[config.mk]
export PLATFORM = sky130hd
export DESIGN_NAME = msc_ctrl
export DESIGN_NICKNAME = d
export VERILOG_FILES = /design/src/sv/mass_spring_cloth_step_top_macros.svh /design/src/sv/msc_pkg.sv /design/src/sv/msc_ctrl.sv
export SDC_FILE = /design/constraint.sdc
export NUM_CORES = 1
export LEC_CHECK = 0
export ABC_AREA = 1
export ABC_CLOCK_PERIOD_IN_PS = 2840
export BUFFER_PORTS_ARGS = -buffer_cell sky130_fd_sc_hd__buf_2
export CELL_PAD_IN_SITES_DETAIL_PLACEMENT = 1
export CELL_PAD_IN_SITES_GLOBAL_PLACEMENT = 1
export CORE_UTILIZATION = 35
export DETAILED_ROUTE_END_ITERATION = 8
export GPL_ROUTABILITY_DRIVEN = 0
export PLACE_DENSITY = 0.83
export SYNTH_ARGS = -nofsm -noshare
export SYNTH_HDL_FRONTEND = slang
export SYNTH_SLANG_ARGS = --single-unit
[constraint.sdc]
create_clock -name clk -period 2.84 [get_ports clk]
set_input_delay 0.426 -clock clk [delete_from_list [all_inputs] [get_ports clk]]
set_output_delay 0.426 -clock clk [all_outputs]
set_load 0.02 [all_outputs]
[src/sv/mass_spring_cloth_step_top_macros.svh]
// assertion macros for the cloth step block
`ifndef MASS_SPRING_CLOTH_STEP_TOP_MACROS_SVH
`define MASS_SPRING_CLOTH_STEP_TOP_MACROS_SVH

// property that must hold outside reset
`define MSC_ASSERT(label, clk, rst, prop, msg) \
  label: assert property (@(posedge clk) disable iff (rst) (prop)) else $error(msg);

// condition that must never be seen outside reset
`define MSC_NEVER(label, clk, rst, cond, msg) \
  label: assert property (@(posedge clk) disable iff (rst) !(cond)) else $error(msg);

`endif

[src/sv/msc_pkg.sv]
// shared types, constants and link table for the cloth step block
package msc_pkg;

  localparam int DEF_GRID_WIDTH  = 16;
  localparam int DEF_GRID_HEIGHT = 16;

  localparam int LINK_COUNT = 12;
  localparam int LINK_W     = 4;

  localparam int REG_IDX_W  = 2;
  localparam int CFG_DATA_W = 32;

  localparam logic [30:0]        SPRING_RESET  = 31'd6553600;
  localparam logic [15:0]        STEP_RESET    = 16'd131;
  localparam logic signed [31:0] GRAVITY_RESET = 32'sd642253;

  localparam logic [31:0] REST_STRUCT = 32'd131072;
  localparam logic [31:0] REST_SHEAR  = 32'd185364;
  localparam logic [31:0] REST_BEND   = 32'd262144;

  localparam logic OP_TICK = 1'b0;
  localparam logic OP_READ = 1'b1;

  typedef enum logic [REG_IDX_W-1:0] {
    REG_SPRING  = 2'd0,
    REG_STEP    = 2'd1,
    REG_GRAVITY = 2'd2
  } reg_idx_t;

  typedef struct packed {
    logic       opcode;
    logic [7:0] vertex_index;
  } in_item_t;

  typedef struct packed {
    logic signed [31:0] pos_x;
    logic signed [31:0] pos_y;
    logic               step_done;
  } out_item_t;

  typedef struct packed {
    logic load_item;
    logic vtx_first;
    logic vtx_next;
    logic link_first;
    logic link_next;
    logic clear_write;
    logic rd_pos;
    logic rd_self;
    logic rd_other;
    logic cap_self;
    logic cap_diff;
    logic sq_go;
    logic root_go;
    logic force_go;
    logic fsat_go;
    logic prod_go;
    logic div_go;
    logic acc_init;
    logic acc_add;
    logic acc_write;
    logic b_rd;
    logic b_mul1;
    logic b_vel;
    logic b_mul2;
    logic b_write;
    logic out_load;
  } cmd_t;

  typedef struct packed {
    logic last_vtx;
    logic last_link;
    logic link_ok;
    logic root_done;
    logic len_zero;
    logic div_done;
    logic out_free;
  } status_t;

  function automatic logic signed [2:0] link_dc(input logic [LINK_W-1:0] k);
    logic signed [2:0] d;
    unique case (k)
      0, 4, 6: d = 3'sd1;
      1, 5, 7: d = -3'sd1;
      8:       d = 3'sd2;
      9:       d = -3'sd2;
      default: d = 3'sd0;
    endcase
    return d;
  endfunction

  function automatic logic signed [2:0] link_dr(input logic [LINK_W-1:0] k);
    logic signed [2:0] d;
    unique case (k)
      2, 4, 5: d = 3'sd1;
      3, 6, 7: d = -3'sd1;
      10:      d = 3'sd2;
      11:      d = -3'sd2;
      default: d = 3'sd0;
    endcase
    return d;
  endfunction

  function automatic logic [31:0] link_rest(input logic [LINK_W-1:0] k);
    logic [31:0] r;
    unique case (k)
      0, 1, 2, 3: r = REST_STRUCT;
      4, 5, 6, 7: r = REST_SHEAR;
      default:    r = REST_BEND;
    endcase
    return r;
  endfunction

endpackage

[src/sv/msc_ctrl.sv]
// sequencer for clearing, reads and the two phases of a time step
module msc_ctrl import msc_pkg::*; (
  input  logic    clk,
  input  logic    rst,
  input  logic    in_valid,
  input  logic    in_opcode,
  output logic    in_ready,
  input  status_t status,
  output cmd_t    cmd
);

  typedef enum logic [22:0] {
    S_CLEAR   = 23'd1 << 0,
    S_IDLE    = 23'd1 << 1,
    S_RD      = 23'd1 << 2,
    S_OUT     = 23'd1 << 3,
    S_A_SELF  = 23'd1 << 4,
    S_A_SELFL = 23'd1 << 5,
    S_A_LINK  = 23'd1 << 6,
    S_A_DIFF  = 23'd1 << 7,
    S_A_SQ    = 23'd1 << 8,
    S_A_ROOT  = 23'd1 << 9,
    S_A_ROOTW = 23'd1 << 10,
    S_A_FORCE = 23'd1 << 11,
    S_A_FSAT  = 23'd1 << 12,
    S_A_PROD  = 23'd1 << 13,
    S_A_DIVGO = 23'd1 << 14,
    S_A_DIVW  = 23'd1 << 15,
    S_A_ACC   = 23'd1 << 16,
    S_A_WRITE = 23'd1 << 17,
    S_B_RD    = 23'd1 << 18,
    S_B_MUL1  = 23'd1 << 19,
    S_B_VEL   = 23'd1 << 20,
    S_B_MUL2  = 23'd1 << 21,
    S_B_POS   = 23'd1 << 22
  } state_t;

  state_t state;
  state_t state_next;

  assign in_ready = state == S_IDLE;

  always_ff @(posedge clk) begin
    if (rst) begin
      state <= S_CLEAR;
    end else begin
      state <= state_next;
    end
  end

  always_comb begin
    cmd        = '0;
    state_next = state;
    unique case (state)
      S_CLEAR: begin
        cmd.clear_write = 1'b1;
        cmd.vtx_next    = 1'b1;
        if (status.last_vtx) state_next = S_IDLE;
      end
      S_IDLE: begin
        if (in_valid) begin
          cmd.load_item = 1'b1;
          if (in_opcode == OP_READ) begin
            state_next = S_RD;
          end else begin
            cmd.vtx_first = 1'b1;
            state_next    = S_A_SELF;
          end
        end
      end
      S_RD: begin
        cmd.rd_pos = 1'b1;
        state_next = S_OUT;
      end
      S_OUT: begin
        if (status.out_free) begin
          cmd.out_load = 1'b1;
          state_next   = S_IDLE;
        end
      end
      S_A_SELF: begin
        cmd.rd_self = 1'b1;
        state_next  = S_A_SELFL;
      end
      S_A_SELFL: begin
        cmd.cap_self   = 1'b1;
        cmd.link_first = 1'b1;
        cmd.acc_init   = 1'b1;
        state_next     = S_A_LINK;
      end
      S_A_LINK: begin
        if (status.link_ok) begin
          cmd.rd_other = 1'b1;
          state_next   = S_A_DIFF;
        end else if (status.last_link) begin
          state_next = S_A_WRITE;
        end else begin
          cmd.link_next = 1'b1;
        end
      end
      S_A_DIFF: begin
        cmd.cap_diff = 1'b1;
        state_next   = S_A_SQ;
      end
      S_A_SQ: begin
        cmd.sq_go  = 1'b1;
        state_next = S_A_ROOT;
      end
      S_A_ROOT: begin
        cmd.root_go = 1'b1;
        state_next  = S_A_ROOTW;
      end
      S_A_ROOTW: begin
        if (status.root_done) begin
          if (!status.len_zero) begin
            state_next = S_A_FORCE;
          end else if (status.last_link) begin
            state_next = S_A_WRITE;
          end else begin
            cmd.link_next = 1'b1;
            state_next    = S_A_LINK;
          end
        end
      end
      S_A_FORCE: begin
        cmd.force_go = 1'b1;
        state_next   = S_A_FSAT;
      end
      S_A_FSAT: begin
        cmd.fsat_go = 1'b1;
        state_next  = S_A_PROD;
      end
      S_A_PROD: begin
        cmd.prod_go = 1'b1;
        state_next  = S_A_DIVGO;
      end
      S_A_DIVGO: begin
        cmd.div_go = 1'b1;
        state_next = S_A_DIVW;
      end
      S_A_DIVW: begin
        if (status.div_done) state_next = S_A_ACC;
      end
      S_A_ACC: begin
        cmd.acc_add = 1'b1;
        if (status.last_link) begin
          state_next = S_A_WRITE;
        end else begin
          cmd.link_next = 1'b1;
          state_next    = S_A_LINK;
        end
      end
      S_A_WRITE: begin
        cmd.acc_write = 1'b1;
        cmd.vtx_next  = 1'b1;
        state_next    = status.last_vtx ? S_B_RD : S_A_SELF;
      end
      S_B_RD: begin
        cmd.b_rd   = 1'b1;
        state_next = S_B_MUL1;
      end
      S_B_MUL1: begin
        cmd.b_mul1 = 1'b1;
        state_next = S_B_VEL;
      end
      S_B_VEL: begin
        cmd.b_vel  = 1'b1;
        state_next = S_B_MUL2;
      end
      S_B_MUL2: begin
        cmd.b_mul2 = 1'b1;
        state_next = S_B_POS;
      end
      S_B_POS: begin
        cmd.b_write  = 1'b1;
        cmd.vtx_next = 1'b1;
        state_next   = status.last_vtx ? S_OUT : S_B_RD;
      end
      default: state_next = S_IDLE;
    endcase
  end

endmodule

; ---- Word level (Yosys, flattened, before mapping)
; Index checks and enable logic that the tools add are counted.
[word_totals]
reg_bits = 23
in_bits = 11
out_inout_bits = 27
wordCells = 76
[classes]
n_reduce_logical = 2
muxes = 44
eq_ne = 29
[ops]
columns = cell, n
row1 = 23-bit case mux with 23 select lines, 1
row2 = 23-bit two-way mux, 8
row3 = 19-bit two-way mux, 2
row4 = 1-bit two-way mux, 28
row5 = 23-bit by 1-bit == test with 1-bit output (second input constant), 1
row6 = 23-bit by 10-bit == test with 1-bit output (second input constant), 1
row7 = 23-bit by 11-bit == test with 1-bit output (second input constant), 1
row8 = 23-bit by 12-bit == test with 1-bit output (second input constant), 1
row9 = 23-bit by 13-bit == test with 1-bit output (second input constant), 1
row10 = 23-bit by 14-bit == test with 1-bit output (second input constant), 1
row11 = 23-bit by 15-bit == test with 1-bit output (second input constant), 1
row12 = 23-bit by 16-bit == test with 1-bit output (second input constant), 1
row13 = 23-bit by 17-bit == test with 1-bit output (second input constant), 1
row14 = 23-bit by 18-bit == test with 1-bit output (second input constant), 1
row15 = 23-bit by 19-bit == test with 1-bit output (second input constant), 1
row16 = 23-bit by 2-bit == test with 1-bit output (second input constant), 1
row17 = 23-bit by 20-bit == test with 1-bit output (second input constant), 1
row18 = 23-bit by 21-bit == test with 1-bit output (second input constant), 1
row19 = 23-bit by 22-bit == test with 1-bit output (second input constant), 1
row20 = 23-bit == test (second input constant), 1
row21 = 23-bit by 3-bit == test with 1-bit output (second input constant), 1
row22 = 23-bit by 4-bit == test with 1-bit output (second input constant), 1
row23 = 23-bit by 5-bit == test with 1-bit output (second input constant), 1
row24 = 23-bit by 6-bit == test with 1-bit output (second input constant), 1
row25 = 11 further kinds, 16

; ---- Longest topological paths before layout
[logic_depth]
word_depth = 4
mapped_depth = 13

; ---- Worst setup path before layout
; OpenSTA, ideal clock, no wires.
[synth_timing]
path_kind = register -> output
startpoint = register state[8]
endpoint = output port cmd[16] (netlist name)
t_required_ns = 2.414
path_stages_with_launch = 9
setup_slack_ns = 0.652
n_path_buf = 1
arrival_time_ns = 1.762
path_cell_list = dfxtp_1 -> nor2_2 -> nand2_4 -> inv_2 -> nand2_4 -> nor2_8 -> inv_2 -> nor3_1 -> buf_4
[synth_lines]
columns = item, line
row1 = "start, declared", msc_ctrl.sv:38  ; state_t state;
row2 = "start signal, assigned", msc_ctrl.sv:47  ; state <= state_next;
row3 = "end, declared", msc_ctrl.sv:9  ; output cmd_t cmd

==> impl_metrics.csv <==
group,metric,value,unit
routing,wl_per_cell,13.0,um
sta,rsz0062_at_grt,"false",
floorplanning,die_width,72.9,um
routing,dr.pass1.iters,4,
floorplanning,core,4790,sq um
final_layout,final_cell_mix,"nor2_1, nand2_1, buf_2, inv_1, nand3_1",
setup_path,worstReg2RegEnd,"state[1]",
clock_tree,cts.clk_slew.worst_paths,0.09,ns
global_route,grt.total_usage,0.194,
clock_tree,cts_sinks,23,
sta,setup_tns,0,ns
placement,dp_slack,0.768,ns
clock_tree,ctsRootBufferMaster,"clkbuf_8",
clock_tree,cts_tree,"yes",
setup_path,start_kind,"register",
sta,max_freq,0.414,GHz
final_layout,diodes,0,
routing,postRouteAntennaNets,0,
sta,maxSlewHeadroom,0.487,
global_route,overflow,0,
setup_path,required,2.41,ns
sta,setup_violations,0,
worst_hold_path,hold_depth,2,
setup_path,cp_cell_sequence,"nor2_2, nand2_2, nor2_4, nand3_1, inv_1, nand2_1, or2_1, o21ai_1, buf_2",
sta,post-route-period-util,0.851,
global_route,antenna_found_initial,0,
placement,portBuffers,37,
logic_synthesis,synthArstFlopShare,0,
final_layout,top_register,"state",
pwr,finalPower,1.35,mW
job,maxCapViolations,0,
routing,drt_iter0_markers,47,
floorplanning,die_h,72.9,um
sta,clock_skew,0.00890,ns
setup_path,worst-r2r-cell-count,10,
final_layout,top_regs,"state x23",
logic_synthesis,syn-cell-area,1760,sq um
final_layout,largest_reg_flops,23,
sta,slew_violations,0,
logic_synthesis,yosys.area.top_type,"dfxtp_1",
final_layout,synthToLayoutAreaGrowth,16.3,%
final_layout,final-instance-count-excl-fill,371,
sta,tightest_slew,0.765,ns
clock_tree,hold_buffers,0,
setup_path,cpPeakStageDelay,0.34,ns
routing,vias,1804,
final_layout,final_nets,316,
logic_synthesis,avgSynthCellArea,6.59,sq um
logic_synthesis,postSynthCellCount,267,
clock_tree,clkLatencyLatePin,0.28,ns
logic_synthesis,ys_ff_latch,23,
logic_synthesis,synth_flop_cell,"dfxtp_1",
logic_synthesis,seq_area_frac_synth,0.262,
worst_hold_path,worstHoldStart,"status[2]",
sta,post-route-worst-setup-slack,0.423,ns
floorplanning,initial_utilization,0.368,
logic_synthesis,yosys_warnings,0,
logic_synthesis,syn-num-nets,278,
floorplanning,row_count,25,
placement,dp.cells,367,
setup_path,critPathArrivalTime,1.99,ns
logic_synthesis,yosysUniqueCellTypes,31,
logic_synthesis,synth_edf_count,0,
sta,min_period,2.42,ns
setup_path,r2r-start,"state[20]",
pwr,vdd_drop_max,0.000384,V
global_route,grt_pass1_wl,7800,um
setup_path,cp_max_fo,7,
setup_path,critPathSlowestCell,"dfxtp_1",
final_layout,layout_commonest_cell,"nor2_1",
pwr,pwr_density_cell,658,nW/um^2
setup_path,criticalPathCategory,"register to output pin",
sta,finalHoldViolCount,0,
clock_tree,post_cts_buffers,0,
setup_path,endpoint_kind,"output pin",
clock_tree,cts_buffer_depth,2,
routing,totalWireLength,4820,um
worst_hold_path,holdPathEnd,"state[11]",
floorplanning,pin_count,38,
logic_synthesis,synth_top_cells_by_area,"dfxtp_1, nor2_1, nand2_1",
clock_tree,cts_buffers,3,
global_route,grt_pass1_vias,1669,
outcome,status,"completed",
global_route,grt_max_degree,20,
pwr,p_leak,1.10,nW
clock_tree,cts-resized-gates,0,
final_layout,finish.utilization,0.428,
setup_path,reg2reg_slack,1.08,ns
final_layout,final_layout_size_suffix_gt1_frac,0.322,
routing,drcViolationCount,0,
worst_hold_path,hold_class,"primary input to register",
clock_tree,h-tree-depth,1,
routing,via_per_inst,4.86,
floorplanning,die_area,5320,sq um
placement,place_hpwl,3850,um
logic_synthesis,netlist.area_leader.share,0.262,
[power breakdown]
group / internal (mW) / total [mW] / switching [mW] / leakage [nW]
sequential: 0.352 / 0.384 / 0.0317 / 0.186
combinational: 0.218 / 0.742 / 0.524 / 0.888
clock: 0.0997 / 0.220 / 0.120 / 0.0217
total: 0.670 / 1.35 / 0.676 / 1.10
[how the worst max path moves through the flow]
stage	startpoint	endpoint	cells past startpoint
finish	state[6]	cmd[21]	9
global route	state[6]	cmd[21]	9
CTS	state[6]	cmd[21]	9
detailed placement	state[6]	cmd[21]	9
global placement	state[2]	cmd[21]	9
floorplan	state[8]	cmd[16]	8
[cell usage after synthesis (2+ instances only)]
cell      count
a21oi_1       2
buf_4         2
dfxtp_1      23
inv_1        34
inv_2        15
nand2_1      40
nand2_2       4
nand2_4       6
nand3_1      25
nand3_2       8
nand3b_1      2
nand4_1       6
nor2_1       43
nor2_2       10
nor2_4        8
nor2_8        2
nor3_1       11
nor4_1        3
o21ai_0       8
o21ai_1       2
or2_1         3
[area by class of cell]
class                           instances  area [sq um]
Clock inverter                          1          7.51
Timing Repair Buffer                   37           185
Tap cell                               67          83.8
Sequential cell                        23           460
Multi-Input combinational cell        189          1070
Fill cell                             664          2740
Clock buffer                            3          41.3
Inverter                               51           196
[stage by stage]
stage          cell area, sq um  hold slack (ns)
6_report                   2050            0.317
3_5_place_dp               2000            0.575
4_1_cts                    2050            0.313
3_3_place_gp               2000            0.559
5_1_grt                    2050            0.326
2_1_floorplan              1760            0.495
[kinds of logic after synthesis]
group                  share of synthesized area
AND/OR/NAND/NOR                            0.571
AO/OA/AOI/OAI                             0.0384
buffers and inverters                      0.129
flip-flops                                 0.262
[critical path, delay by kind of cell (launching register included)]
kind / cells / cell delay [ns]
and+or+nand+nor: 6 / 0.99
buffers and inverters: 2 / 0.27
AOI/OAI and AO/OA: 1 / 0.12
DFF: 1 / 0.34
[per-layer routing]
| layer | vias to the layer above | wire [um] | global-route usage | share of wire |
|---|---|---|---|---|
| li1 | 914 | - | - | - |
| met1 | 835 | 2350 | 0.269 | 0.49 |
| met2 | 45 | 2170 | 0.309 | 0.45 |
| met3 | 10 | 212 | 0.0235 | 0.044 |
| met4 | 0 | 87 | 0.0654 | 0.018 |
| met5 | - | 0 | 0 | 0 |
Note: power is estimated with default switching activity, not from simulation.
